<file path="src/hdl/ptsb_ram.sv">
// ----------------------------------------------------------------------------
// ptsb_ram
// Generic simple dual-port RAM, one write and one registered read port.
// ----------------------------------------------------------------------------
module ptsb_ram #(
	parameter int WIDTH = 16,
	parameter int DEPTH = 8
) (
	input  logic                                   clk,
	input  logic                                   we,
	input  logic [((DEPTH > 1) ? $clog2(DEPTH) : 1)-1:0] waddr,
	input  logic [WIDTH-1:0]                       wdata,
	input  logic                                   re,
	input  logic [((DEPTH > 1) ? $clog2(DEPTH) : 1)-1:0] raddr,
	output logic [WIDTH-1:0]                       rdata
);

	logic [WIDTH-1:0] mem_q [DEPTH];
	logic [WIDTH-1:0] rdata_q;

	always_ff @(posedge clk) begin
		if (we) begin
			mem_q[waddr] <= wdata;
		end
		if (re) begin
			rdata_q <= mem_q[raddr];
		end
	end

	assign rdata = rdata_q;

endmodule

</file>
<file path="config.mk">
export PLATFORM = sky130hd
export DESIGN_NAME = ptsb_ram
export DESIGN_NICKNAME = d
export VERILOG_FILES = /design/src/hdl/ptsb_ram.sv
export SDC_FILE = /design/constraint.sdc
export NUM_CORES = 1
export LEC_CHECK = 0
export BUFFER_PORTS_ARGS = -buffer_cell sky130_fd_sc_hd__buf_2
export CAP_MARGIN = 40
export CORE_MARGIN = 2
export CORE_UTILIZATION = 35
export DETAILED_ROUTE_END_ITERATION = 16
export GPL_TIMING_DRIVEN = 0
export SETUP_SLACK_MARGIN = 0.2
export SYNTH_ARGS = -nofsm -noshare
export SYNTH_HDL_FRONTEND = slang
export SYNTH_SLANG_ARGS = --single-unit
</file>
<file path="constraint.sdc">
create_clock -name clk -period 2.8 [get_ports clk]
set_input_delay 0.42 -clock clk [delete_from_list [all_inputs] [get_ports clk]]
set_output_delay 0.42 -clock clk [all_outputs]
set_load 0.03 [all_outputs]
</file>
# Yosys cells after proc, flatten, opt, wreduce, memory -nomap -nowiden
# Memory sizes are Yosys's and may differ from the RTL's. A register that Yosys moved wholly into a read port is not among the register bits.
# Index checks and enable logic that the tools add are counted.
dict set report op_classes {
  n_mux 2
}
# op n
set ops {}
lappend ops {{2-to-1 mux 1 bit} 2}
dict set report totals {
  ff_bits 0
  ramBits 128
  output_inout_bits 16
  word_cells 3
  n_memories 1
}
# name words word_bits read_ports rd_clocked_by_memory_dff write_ports line_no
set mem_list {}
lappend mem_list {mem_q 8 16 1 1 1 18} ;# logic [WIDTH-1:0] mem_q [DEPTH];

# Longest topological paths before layout
# Gate-level depths: netlist of run 1.
dict set report depth {
  depth_word 2
  depth_mapped 4
}

# Worst setup path before layout of run 1
# No wires, ideal clock.
dict set report synth_timing {
  path_type {input to register}
  start {input port waddr[2] (netlist bit)}
  end {memory mem_q[0][0], enable pin}
  setup_time_ps 409
  arrival_time_ps 1733
  required_time_ps 2391
  setup_slack_ps 657
  path_stages 2
  cell_sequence {nand2b_1 > nor3_1}
}
# item line_no
set synth_rtl {}
lappend synth_rtl {{start, declared} 11} ;# input logic [((DEPTH > 1) ? $clog2(DEPTH) : 1)-1:0] waddr,
lappend synth_rtl {{end, declared} 18}
# Straight into the memory's write port.

==> results of run 1 <==
## sequential cells by signal, summed over array words and instances, names as in the netlist
register  count
mem_q       128
rdata        16
## cells in the final DEF (no fill, tap or decap), drive strengths merged, types with 3 or more instances in the layout
cell type,count
mux4,32
buf,54
clkinv,5
edfxtp,144
nor2,6
nand2b,3
mux2,16
bufinv,5
clkinvlp,4
clkbuf,18
## worst max-delay path by stage
stage / from / end / slack, ns / cells past startpoint
2_1_floorplan: waddr[2] / mem_q[0][0]$_DFFE_PP_ / 0.66 / 2
3_3_place_gp: waddr[2] / mem_q[0][11]$_DFFE_PP_ / -0.43 / 3
3_5_place_dp: raddr[2] / rdata[3]$_DFFE_PP_ / 0.68 / 4
4_1_cts: raddr[2] / rdata[6]$_DFFE_PP_ / 1.11 / 4
5_1_grt: raddr[2] / rdata[15]$_DFFE_PP_ / 1.07 / 4
6_report: raddr[2] / rdata[3]$_DFFE_PP_ / 1.13 / 4
## power groups by stage
stage          clock network [mW]  logic (mW)  registers, mW
6_report                     2.42       0.273           2.48
4_1_cts                      2.47       0.281           2.48
3_3_place_gp                    0       0.258           2.52
5_1_grt                      2.56       0.298           2.48
2_1_floorplan                   0       0.123           2.56
3_5_place_dp                    0       0.280           2.52
## cell usage after synthesis, drive strengths merged
library cell  instances  share of area
buf                   8          0.011
clkbuf                1        0.00092
edfxtp              144           0.79
mux2                 16          0.033
mux4                 32           0.15
nand2                 2         0.0014
nand2b                3         0.0034
nor2                  6         0.0041
nor3                  2         0.0018
## metrics by stage
| step | setup TNS (ns) | cells | util | setup slack [ns] |
|---|---|---|---|---|
| after floorplan | 0 | 214 | - | 0.657 |
| final | 0 | 480 | 0.440 | 1.13 |
| after detailed placement | 0 | 448 | 0.398 | 0.684 |
| after CTS | 0 | 480 | 0.440 | 1.11 |
| after global routing | 0 | 480 | 0.440 | 1.07 |
| after global placement | -12.70 | 440 | 0.387 | -0.432 |
## worst max-delay path: cells and delay by family
family / cells / cell delay, ns
multiplexers: 2 / 0.69
buffers and inverters: 2 / 0.71
## cell type report
type	instances	area share
buffer	9	0.00973
clock inverter	15	0.0324
multi-input combinational	61	0.163
tap	188	0.0352
clock buffer	17	0.0636
sequential	144	0.646
timing repair buffer	46	0.0498
## per-layer routing
metal | track usage | vias to the layer above | part of all wire
met1 | 0.171 | 1237 | 0.44
met2 | 0.204 | 59 | 0.50
met5 | 0 | - | 0
met3 | 0.0399 | 10 | 0.043
li1 | - | 1069 | -
met4 | 0.0518 | 0 | 0.012
## logic make-up (layout without fill, tap and decap cells)
| kind of cell | Yosys count | after routing | share of synthesized area |
|---|---|---|---|
| DFF | 144 | 144 | 0.793 |
| muxes | 48 | 48 | 0.184 |
| and+or+nand+nor | 13 | 13 | 0.0108 |
| buffers and inverters | 9 | 87 | 0.0119 |
==> reports/qor.csv, run 1 <==
stage,metric,value,unit
drt,residual DRC count,0,
hold_path,Worst Hold End,mem_q[0][6]$_DFFE_PP_,
yosys,sequential share of the synthesized area,0.793,
worst_setup_path,FF-to-FF path depth,2,
worst_setup_path,"reg-to-reg slack, setup",1.35,ns
worst_setup_path,Startpoint Class,primary input,
worst_setup_path,CP Capture Type,flop,
hold_path,hold path depth,1,
clock_network,Clock Latency Late Sink,0.42,ns
drt,TritonRoute pass-1 iters,5,
clock_network,CTS tree,yes,
yosys,Mapped Area,5450,um^2
yosys,number of cells produced by synthesis,214,
clock_network,Root Driver,clkbuf_16,
run_status,status,"finished, final reports clean",
floorplan,Initial Utilization,0.359,
timing,"Period Utilization, post-route",0.595,
floorplan,width of the chip,129,um
global_routing,largest net degree at the start of global routing,17,
power,Sw Share,0.196,
global_routing,global-route wire length before repair,15.0,mm
yosys,Synth Register Bits,144,
clock_network,H-tree Lvls,4,
worst_setup_path,class of the most critical setup path,in2reg,
yosys,YS warnings,0,
worst_setup_path,Critical Path RT,2.96,ns
power,Clk pwr share,0.468,
hold_path,HP Class,in2reg,
timing,Max Transition Viols Final,0,
placed_design,dpl hpwl,6.25,mm
power,leakage power,2.28,nW
power,pwr/cell area,773,nW/um^2
clock_network,clock buffer depth,2,
timing,hold_ws,0.273,ns
final_layout,Finished Cell Area,6690,um^2
timing,final setup vio count,0,
final_layout,area grow syn2layout,22.6,%
power,total power,5.17,mW
flow_run,Max Cap Viol,0,
timing,Fmax,600,MHz
timing,Worst Max-Slew Pin Slew,0.796,ns
clock_network,"Clk pin slew, worst setup/hold paths",0.06,ns
global_routing,gr usage total,0.130,
worst_setup_path,start of the worst register-to-register path,mem_q[3][6]$_DFFE_PP_,
drt,routed via count,2375,
clock_network,Setup Buffers After CTS,0,
placed_design,I/O Buffers,38,
placed_design,Post-DP Area,6050,um^2
worst_setup_path,FF-to-FF End,rdata[6]$_DFFE_PP_,
drt,Routed Antenna Nets,0,
global_routing,vias in the first global route,2539,
clock_network,Post-CTS Resized,0,
global_routing,initial antenna violation count,0,
timing,max_slew headroom,0.466,
final_layout,share of layout cells above drive strength 1,0.377,
timing,Final Critical Period,1.67,ns
floorplan,Core ar.,15200,um^2
timing,Worst Skew,0.00431,ns
power,NetSw,1.02,mW
yosys,Yosys cell types,11,
floorplan,Die ar.,16600,um^2
worst_setup_path,CP max-delay cell,buf_1,
yosys,Synthesized Nets,239,
final_layout,Layout Nets,304,
global_routing,Overflow after GRT,0,
final_layout,Sequential Area,4320,um^2
timing,Final Hold Vio Count,0,
power,P_int,4.15,mW
worst_setup_path,Crit path largest cell delay,0.58,ns
power,Logic pwr share,0.053,
floorplan,Core Rows,45,
drt,WL/cell,20.3,um
worst_setup_path,CP max FO,10,
placed_design,GP Congestion,0.662,
final_layout,Filler cells,1311,
timing,RSZ-0062 raised after global routing,no,
clock_network,CTS Buf Count,17,
worst_setup_path,CP Cell Sequence,buf_2 > buf_1 > mux4_1 > mux2_2,
floorplan,number of top-level pins,41,
power,Max VDD drop,0.339,mV
hold_path,min-delay src,wdata[6],
final_layout,multi-input logic area,1090,um^2
clock_network,CTS sink cnt,144,
power,Reg power frac,0.479,
floorplan,DIE HEIGHT,129,um
drt,Via density,4.95,
final_layout,diode count,0,
clock_network,hold_buf cts,0,
drt,WL final,9.72,mm
drt,initial drt markers,248,
yosys,syn_area_per_cell,25.5,um^2
worst_setup_path,arrival time at the worst endpoint,1.83,ns
Power figures use the tool's default switching activity.
==> inputs of run 2 (changes only) <==
- clock period: 2.8 -> 1.45 ns (I/O delays scaled with it)
==> reports/qor.csv, run 2 (synthesized netlist as in run 1, its figures left out) <==
stage,metric,value,unit,change
hold_path,hold path depth,1,,unchanged
power,leakage power,2.26,nW,-0.81%
power,Sw Share,0.196,,-0.000453
power,P_int,8.25,mW,+99%
worst_setup_path,"reg-to-reg slack, setup",0.07,ns,-1.28 ns
worst_setup_path,arrival time at the worst endpoint,1.54,ns,-0.29 ns
hold_path,HP Class,in2reg,,
clock_network,clock buffer depth,2,,unchanged
final_layout,multi-input logic area,1050,um^2,-3.3%
global_routing,Overflow after GRT,0,,unchanged
timing,Final Critical Period,1.38,ns,
placed_design,GP Congestion,0.655,,-1.1%
drt,initial drt markers,248,,unchanged
timing,Final Hold Vio Count,0,,unchanged
final_layout,max reg flops,128,,unchanged
power,Logic pwr share,0.058,,+0.005
final_layout,diode count,0,,unchanged
timing,final setup vio count,0,,unchanged
worst_setup_path,CP max FO,1,,-9
timing,"Period Utilization, post-route",0.950,,
drt,Via density,4.87,,-1.5%
floorplan,number of top-level pins,41,,unchanged
power,Max VDD drop,0.767,mV,+130%
clock_network,hold_buf cts,0,,unchanged
clock_network,H-tree Lvls,4,,unchanged
worst_setup_path,class of the most critical setup path,reg2reg,,
floorplan,Initial Utilization,0.359,,unchanged
floorplan,DIE HEIGHT,129,um,unchanged
global_routing,largest net degree at the start of global routing,17,,unchanged
power,pwr/cell area,1530,nW/um^2,+98%
final_layout,area grow syn2layout,23.1,%,
final_layout,Biggest register,mem_q,,
placed_design,dpl hpwl,6.63,mm,+6.1%
drt,Routed Antenna Nets,0,,unchanged
clock_network,Root Driver,clkbuf_16,,
run_status,status,"finished, final reports clean",,
floorplan,Die ar.,16600,um^2,unchanged
final_layout,share of layout cells above drive strength 1,0.490,,+0.113
drt,residual DRC count,0,,unchanged
timing,Fmax,726,MHz,
power,NetSw,2.01,mW,+98%
timing,max_slew headroom,0.580,,+0.114
drt,WL final,10.1,mm,+3.5%
drt,TritonRoute pass-1 iters,4,,-1
timing,setup slack after layout,0.0722,ns,-1.06 ns
power,Clk pwr share,0.475,,+0.007
worst_setup_path,Startpoint Class,flop,,
flow_run,Max Cap Viol,0,,unchanged
global_routing,initial antenna violation count,0,,unchanged
floorplan,Core ar.,15200,um^2,unchanged
worst_setup_path,Crit path largest cell delay,0.46,ns,-0.12 ns
timing,RSZ-0062 raised after global routing,yes,,
power,Reg power frac,0.467,,-0.012
drt,WL/cell,21.0,um,+3.5%
worst_setup_path,Critical Path RT,1.61,ns,-1.35 ns
clock_network,CTS sink cnt,144,,unchanged
clock_network,CTS tree,yes,,
placed_design,I/O Buffers,38,,unchanged
worst_setup_path,CP Capture Type,flop,,
timing,Worst Skew,0.00590,ns,+0.00160 ns
final_layout,Layout Nets,304,,unchanged
drt,routed via count,2339,,-1.5%
global_routing,global-route wire length before repair,15.2,mm,+1.4%
clock_network,"Clk pin slew, worst setup/hold paths",0.06,ns,about the same
worst_setup_path,Buf/Inv on CP,0,,-2
worst_setup_path,CP max-delay cell,mux4_2,,
clock_network,CTS Buf Count,17,,unchanged
worst_setup_path,CP Depth,2,,-2
floorplan,Core Rows,45,,unchanged
timing,Worst Max-Slew Pin Slew,0.628,ns,-0.169 ns
clock_network,Clock Latency Late Sink,0.42,ns,about the same
final_layout,Sequential Area,4320,um^2,unchanged
worst_setup_path,CP Cell Sequence,mux4_2 > mux2_4,,
final_layout,Filler cells,1290,,-1.6%
worst_setup_path,FF-to-FF path depth,2,,unchanged
global_routing,vias in the first global route,2556,,+0.67%
final_layout,"commonest non-fill, non-tap cell in the layout",edfxtp_1,,
floorplan,width of the chip,129,um,unchanged
worst_setup_path,Crit path max-delay family,multiplexers,,
timing,Max Transition Viols Final,0,,unchanged
final_layout,most frequent cells in the layout,"144 x edfxtp_1, 39 x buf_2, 32 x mux4_2",,
timing,hold_ws,0.0678,ns,-0.205 ns
placed_design,pre-CTS WS,-0.549,ns,-1.23 ns
global_routing,gr usage total,0.132,,+0.00225
[run 2: worst register-to-register path, delay by kind of cell, from the launching register on]
kind	cells	cell delay [ns]
muxes	2	0.75
DFF	1	0.37
[run 2: worst paths after layout]
| check | to | from |
|---|---|---|
| worst max-delay path | rdata[14]$_DFFE_PP_ | mem_q[4][14]$_DFFE_PP_ |
| worst min-delay path | mem_q[7][13]$_DFFE_PP_ | wdata[13] |
| worst max register to register | rdata[14]$_DFFE_PP_ | mem_q[4][14]$_DFFE_PP_ |
| worst min register to register | rdata[8]$_DFFE_PP_ | mem_q[0][8]$_DFFE_PP_ |
[run 2: power by group through the flow]
stage                     Sequential (mW)  Combinational, mW  Clock [mW]
final                                4.79              0.595        4.87
after global routing                 4.80              0.638        5.12
after CTS                            4.79              0.589        4.93
after detailed placement             4.88              0.572           0
after global placement               4.87              0.539           0
after floorplan                      4.95              0.272           0
[run 2: final cells by class]
class / instances / area share
multi-input combinational: 61 / 0.157
clock buffer: 17 / 0.0634
sequential: 144 / 0.644
buffer: 9 / 0.0166
timing repair buffer: 46 / 0.0481
tap: 188 / 0.0350
clock inverter: 15 / 0.0360
[run 2: through the flow]
step                      instance area, um^2  instances  power [mW]  utilization  setup TNS (ns)
after floorplan                          5430        214        5.22            -          -0.450
after global placement                   5860        440        5.41        0.385          -62.89
after detailed placement                 5980        448        5.45        0.393          -17.40
after CTS                                6680        480        10.3        0.439               0
after global routing                     6710        480        10.6        0.442               0
final                                    6710        480        10.3        0.442               0
[run 2: routing by layer]
metal	global-route usage	up-vias	part of all wire
li1	-	1038	-
met1	0.174	1239	0.45
met2	0.207	54	0.49
met3	0.0474	8	0.048
met4	0.0441	0	0.0090
met5	0	-	0
[run 2: timing repair]
action / 4_1_cts / 5_1_grt
endpoints found under the setup margin: 16 / 18
gates resized for setup: 13 / 13
buffers inserted: 0 / 0
gates cloned: 0 / 0
